===== config.mk =====
export PLATFORM = sky130hd
export DESIGN_NAME = tlp_ctrl
export DESIGN_NICKNAME = d
export VERILOG_FILES = /design/src/hw/rtl/tlp_pkg.sv /design/src/hw/rtl/tlp_ctrl.sv
export SDC_FILE = /design/constraint.sdc
export NUM_CORES = 1
export LEC_CHECK = 0
export ABC_CLOCK_PERIOD_IN_PS = 2500
export BUFFER_PORTS_ARGS = -buffer_cell sky130_fd_sc_hd__buf_4
export CAP_MARGIN = 25
export CORE_MARGIN = 1.5
export CORE_UTILIZATION = 35
export DETAILED_ROUTE_END_ITERATION = 16
export GPL_TIMING_DRIVEN = 0
export REMOVE_ABC_BUFFERS = 1
export SKIP_LAST_GASP = 1
export SLEW_MARGIN = 20
export SYNTH_ARGS = -nofsm -noshare
export SYNTH_HDL_FRONTEND = slang
export SYNTH_SLANG_ARGS = --single-unit

===== constraint.sdc =====
create_clock -name clk -period 2.5 [get_ports clk]
set_clock_uncertainty 0.1 [all_clocks]
set_input_delay 0 -clock clk [delete_from_list [all_inputs] [get_ports clk]]
set_output_delay 0 -clock clk [all_outputs]
set_load 0.02 [all_outputs]

===== src/hw/rtl/tlp_pkg.sv =====
package tlp_pkg;

  localparam int COORD_WIDTH = 32;
  localparam int DIR_FRAC    = 30;
  localparam int DIR_WIDTH   = DIR_FRAC + 1;
  localparam int PROD_WIDTH  = 2 * COORD_WIDTH;
  localparam int SPEED_WIDTH = 24;
  localparam int TIME_WIDTH  = 16;
  localparam int STEP_WIDTH  = 20;
  localparam int CFG_WIDTH   = 24;
  localparam int IDX_WIDTH   = 3;
  localparam int NUM_AXES    = 3;
  localparam int SQRT_STEPS  = COORD_WIDTH;
  localparam int CNT_WIDTH   = $clog2(SQRT_STEPS + 1);

  localparam logic [IDX_WIDTH-1:0] REG_ACCEL_LIMIT = 3'd0;
  localparam logic [IDX_WIDTH-1:0] REG_SPEED_LIMIT = 3'd1;
  localparam logic [IDX_WIDTH-1:0] REG_STEP_TIME   = 3'd2;
  localparam logic [IDX_WIDTH-1:0] REG_ARRIVE_TOL  = 3'd3;
  localparam logic [IDX_WIDTH-1:0] REG_STEP_LIMIT  = 3'd4;

  typedef enum logic [2:0] {
    MOP_NONE,
    MOP_SQ,
    MOP_LHS,
    MOP_SPSQ,
    MOP_DV,
    MOP_STP,
    MOP_POS
  } mop_t;

  typedef struct packed {
    logic       capture;
    logic       load;
    mop_t       mop;
    logic [1:0] axis;
    logic       acc_sq;
    logic       sqrt_init;
    logic       sqrt_step;
    logic       div_init;
    logic       div_step;
    logic       div_store;
    logic       load_set;
    logic       tick_upd;
    logic       out_load;
  } cmd_t;

  typedef struct packed {
    logic move_done;
  } stat_t;

endpackage


===== src/hw/rtl/tlp_ctrl.sv =====
module tlp_ctrl (
  input  logic           clk,
  input  logic           rst_n,
  input  logic           in_valid,
  input  logic           in_mode,
  output logic           in_ready,
  output logic           out_valid,
  input  logic           out_ready,
  input  tlp_pkg::stat_t stat,
  output tlp_pkg::cmd_t  cmd
);

  typedef enum logic [8:0] {
    S_IDLE = 9'b000000001,
    S_SQ   = 9'b000000010,
    S_SQRT = 9'b000000100,
    S_DIV  = 9'b000001000,
    S_LSET = 9'b000010000,
    S_TMUL = 9'b000100000,
    S_TUPD = 9'b001000000,
    S_EMUL = 9'b010000000,
    S_OUT  = 9'b100000000
  } state_t;

  localparam logic [tlp_pkg::CNT_WIDTH-1:0] CNT_SQRT_END =
    tlp_pkg::CNT_WIDTH'(tlp_pkg::SQRT_STEPS);
  localparam logic [tlp_pkg::CNT_WIDTH-1:0] CNT_DIV_END =
    tlp_pkg::CNT_WIDTH'(tlp_pkg::DIR_WIDTH + 1);
  localparam logic [tlp_pkg::CNT_WIDTH-1:0] CNT_AXES =
    tlp_pkg::CNT_WIDTH'(tlp_pkg::NUM_AXES);
  localparam logic [1:0] LAST_AXIS = 2'(tlp_pkg::NUM_AXES - 1);

  state_t                          state_r, state_nxt;
  logic [tlp_pkg::CNT_WIDTH-1:0]   cnt_r, cnt_nxt;
  logic [1:0]                      axis_r, axis_nxt;
  logic                            out_valid_r, out_valid_nxt;

  always_ff @(posedge clk) begin
    if (!rst_n) begin
      state_r     <= S_IDLE;
      cnt_r       <= '0;
      axis_r      <= '0;
      out_valid_r <= 1'b0;
    end else begin
      state_r     <= state_nxt;
      cnt_r       <= cnt_nxt;
      axis_r      <= axis_nxt;
      out_valid_r <= out_valid_nxt;
    end
  end

  assign out_valid = out_valid_r;

  always_comb begin
    cmd           = '0;
    cmd.mop       = tlp_pkg::MOP_NONE;
    cmd.axis      = axis_r;
    in_ready      = 1'b0;
    state_nxt     = state_r;
    cnt_nxt       = cnt_r;
    axis_nxt      = axis_r;
    out_valid_nxt = out_valid_r && !out_ready;
    unique case (state_r)
      S_IDLE: begin
        in_ready = 1'b1;
        if (in_valid) begin
          cmd.capture = 1'b1;
          cmd.load    = !in_mode;
          cnt_nxt     = '0;
          axis_nxt    = '0;
          if (!in_mode) begin
            state_nxt = S_SQ;
          end else if (stat.move_done) begin
            state_nxt = S_EMUL;
          end else begin
            state_nxt = S_TMUL;
          end
        end
      end
      S_SQ: begin
        if (cnt_r < CNT_AXES) begin
          cmd.mop  = tlp_pkg::MOP_SQ;
          cmd.axis = cnt_r[1:0];
        end
        cmd.acc_sq = (cnt_r != '0);
        if (cnt_r == CNT_AXES) begin
          cnt_nxt   = '0;
          state_nxt = S_SQRT;
        end else begin
          cnt_nxt = cnt_r + 1'b1;
        end
      end
      S_SQRT: begin
        cmd.sqrt_init = (cnt_r == '0);
        cmd.sqrt_step = (cnt_r != '0);
        if (cnt_r == CNT_SQRT_END) begin
          cnt_nxt   = '0;
          axis_nxt  = '0;
          state_nxt = S_DIV;
        end else begin
          cnt_nxt = cnt_r + 1'b1;
        end
      end
      S_DIV: begin
        cmd.div_init  = (cnt_r == '0);
        cmd.div_store = (cnt_r == CNT_DIV_END);
        cmd.div_step  = (cnt_r != '0) && (cnt_r != CNT_DIV_END);
        if (cnt_r == CNT_DIV_END) begin
          cnt_nxt = '0;
          if (axis_r == LAST_AXIS) begin
            state_nxt = S_LSET;
          end else begin
            axis_nxt = axis_r + 1'b1;
          end
        end else begin
          cnt_nxt = cnt_r + 1'b1;
        end
      end
      S_LSET: begin
        cmd.load_set = 1'b1;
        cnt_nxt      = '0;
        state_nxt    = S_EMUL;
      end
      S_TMUL: begin
        unique case (cnt_r[1:0])
          2'd0:    cmd.mop = tlp_pkg::MOP_LHS;
          2'd1:    cmd.mop = tlp_pkg::MOP_SPSQ;
          2'd2:    cmd.mop = tlp_pkg::MOP_DV;
          default: cmd.mop = tlp_pkg::MOP_STP;
        endcase
        if (cnt_r[1:0] == 2'd3) begin
          cnt_nxt   = '0;
          state_nxt = S_TUPD;
        end else begin
          cnt_nxt = cnt_r + 1'b1;
        end
      end
      S_TUPD: begin
        cmd.tick_upd = 1'b1;
        cnt_nxt      = '0;
        state_nxt    = S_EMUL;
      end
      S_EMUL: begin
        cmd.mop  = tlp_pkg::MOP_POS;
        cmd.axis = cnt_r[1:0];
        if (cnt_r[1:0] == LAST_AXIS) begin
          cnt_nxt   = '0;
          state_nxt = S_OUT;
        end else begin
          cnt_nxt = cnt_r + 1'b1;
        end
      end
      S_OUT: begin
        if (!out_valid_r || out_ready) begin
          cmd.out_load  = 1'b1;
          out_valid_nxt = 1'b1;
          state_nxt     = S_IDLE;
        end
      end
      default: begin
        state_nxt = S_IDLE;
      end
    endcase
  end

endmodule


==> flow_summary.json <==
{
  "status": "finished clean",
  "die_x_um": 68.2,
  "yosysTopAreaCell": "dfxtp_1",
  "hold_viol": 0,
  "synth_most_common_cell": "dfxtp_1",
  "gp_congestion": 0.813,
  "drc_errors": 0,
  "yosysUniqueCellTypes": 63,
  "initial_utilization_pct": 36.7,
  "critPathCapture": "state_r[5]",
  "synthesis.area_per_instance_sq_um": 8.14,
  "portBuffers": 23,
  "num-fill-cells": 428,
  "ff2ff_path_depth": 6,
  "cts_buffers": 3,
  "internal_power_w": 0.000702,
  "grt_pass1_wl_mm": 6.47,
  "synth_flop_cell": "dfxtp_1",
  "path_cells": "nor3_1 > nand4_2 > inv_1 > nand4b_1 > dlygate4sd3_1 > o21ai_0",
  "crit_type": "register to register",
  "cts_tree": "done",
  "max_stage_delay_ns": 0.56,
  "io_pins": 24,
  "min_path_type": "input port to register",
  "finalMaxSlewViolations": 0,
  "vias": 1486,
  "cp_max_fo": 9,
  "drt_iter0_markers": 51,
  "routedWlPerCell_um": 15.0,
  "antenna_cells": 0,
  "seq_area_frac_synth_pct": 24.2,
  "core-area_sq_um": 4060,
  "dr.pass1.iters": 4,
  "grt_overflow": 0,
  "drive_gt1_share_pct": 24.3,
  "total_power_w": 0.00123,
  "cp_slowest_cell": "dlygate4sd3_1",
  "cp-end-kind": "register",
  "num_rows": 23,
  "whs_ns": 0.112,
  "synth_top_area_share_pct": 24.2,
  "finalNetCount": 223,
  "slew_headroom_pct": 62.0,
  "netlist_area_sq_um": 1490,
  "leakage_nw": 0.673,
  "die-area_sq_um": 4650,
  "ys_ff_latch": 18,
  "syn_to_final_growth_pct": 19.4,
  "first_global_vias": 1342,
  "seqPwrFrac_pct": 29.9,
  "worstSetupStartpoint": "state_r[6]",
  "worstReg2RegEnd": "state_r[5]",
  "fmax_mhz": 436,
  "ant_nets": 0,
  "p_sw_share_pct": 42.9,
  "viasPerCell": 5.72,
  "die_y_um": 68.2,
  "p_switching_w": 0.000527,
  "antenna_found_initial": 0,
  "cts_buffer_depth": 2,
  "period_needed_ns": 2.29,
  "wl_mm": 3.90,
  "clkTransAtPathRegs_ns": 0.07,
  "r2r_setup_slack_ns": 0.21,
  "power_frac_clock_pct": 19.9,
  "synthTopCellsByArea": "dfxtp_1, ha_1, nor3_1",
  "start_kind": "register",
  "yosysWarnings": 0,
  "clkSinkCount": 18,
  "syn_inst": 183,
  "post-dp-hpwl_mm": 2.78,
  "synth_edf_count": 0,
  "ir_worst_vdd_v": 0.000480,
  "setup_viol": 0,
  "synth_commonest_cells": "dfxtp_1, nor2_1, nand2_1",
  "grt_max_degree": 19,
  "worstPathRequired_ns": 2.59,
  "r2r_start": "state_r[6]",
  "worst_pin_slew_ns": 0.562,
  "min_period_over_period_pct": 91.7,
  "rsz0062_at_grt": "no",
  "max_cap_violations": 0,
  "track_usage_pct": 18.6,
  "htreeDepth": 1,
  "insertion_delay_ns": 0.26,
  "synthArstFlopShare_pct": 0,
  "cts_root_buf": "clkbuf_8",
  "power_density_nw_per_um2": 691,
  "cp.arrival_ns": 2.38,
  "comb_power_share_pct": 50.1
}
[placed cells by master (no fill, tap or decap), types with 3 or more instances in the layout]
master / n
a21oi_1: 5
and3_1: 3
buf_4: 26
clkbuf_8: 4
dfxtp_1: 18
dlygate4sd3_1: 5
ha_1: 6
inv_1: 11
nand2_1: 14
nand3_1: 7
nor2_1: 16
nor3_1: 10
o211ai_1: 4
o21ai_0: 12
o22ai_1: 4
[registers in the layout, indices dropped and copies added, names as in the netlist]
name       flops
axis_r         2
cnt_r          6
out_valid      1
state_r        9
[final cells by class]
cell class / count / area (sq um) / share of cell area [%]
clock buffers: 4 / 55.1 / 3.10
inverters: 12 / 45.0 / 2.53
multi-input cells: 145 / 1010 / 56.8
flip-flops and latches: 18 / 360 / 20.3
well taps: 50 / 62.6 / 3.52
repair buffers: 31 / 245 / 13.8
[power by group through the flow]
| stage | Clock, W | Combinational, W | Sequential [W] |
|---|---|---|---|
| 2_1_floorplan | 0 | 0.000417 | 0.000356 |
| 3_3_place_gp | 0 | 0.000575 | 0.000370 |
| 3_5_place_dp | 0 | 0.000573 | 0.000370 |
| 4_1_cts | 0.000257 | 0.000589 | 0.000365 |
| 5_1_grt | 0.000265 | 0.000681 | 0.000372 |
| 6_report | 0.000245 | 0.000616 | 0.000367 |
[how the worst min path moves through the flow]
| stage | slack (ns) | to | from | cells after the start |
|---|---|---|---|---|
| CTS | 0.11 | state_r[1] | in_mode | 4 |
| global placement | 0.18 | cmd[14] | in_mode | 3 |
| global route | 0.13 | state_r[1] | in_mode | 4 |
| floorplan | -0.02 | cmd[14] | in_mode | 1 |
| finish | 0.11 | state_r[1] | in_mode | 4 |
| detailed placement | 0.19 | cmd[14] | in_mode | 3 |
[kinds of logic after synthesis]
group,count (synthesis),share of synthesized area [%]
flip-flops,18,24.2
AND/OR/NAND/NOR,85,33.0
XOR/XNOR,4,2.35
multiplexers,2,1.34
buffers and inverters,20,9.92
AO/OA/AOI/OAI,48,24.1
adder cells (fa/ha/maj),6,5.04
[routing by layer]
metal / track usage, % / share of wire [%]
met1: 26.1 / 47
met2: 28.2 / 45
met3: 2.47 / 5.4
met4: 8.25 / 2.1
met5: 0 / 0
[what timing repair did]
item	CTS	global route
hold buffers	5	0
resized for setup	2	3
pin swaps	0	2
endpoints found under the hold margin	6	0
setup endpoints to repair	7	7
setup buffers	0	3
[worst max-delay path: cells and delay by family (launching register included)]
family          cells  cell delay (ns)
flops               1             0.40
simple gates        3             0.85
compound gates      1             0.13
buf+inv             2             0.74
[stage by stage]
| step | util, % | cells | cell area, sq um | setup WS [ns] | setup TNS [ns] |
|---|---|---|---|---|---|
| global route | 43.8 | 260 | 1780 | 0.0385 | 0 |
| floorplan | - | 175 | 1390 | 0.396 | 0 |
| CTS | 42.8 | 257 | 1740 | 0.108 | 0 |
| detailed placement | 40.0 | 248 | 1620 | -0.0518 | -0.144 |
| finish | 43.8 | 260 | 1780 | 0.206 | 0 |
| global placement | 40.0 | 248 | 1620 | -0.0723 | -0.242 |
(Power assumes the default switching activity.)
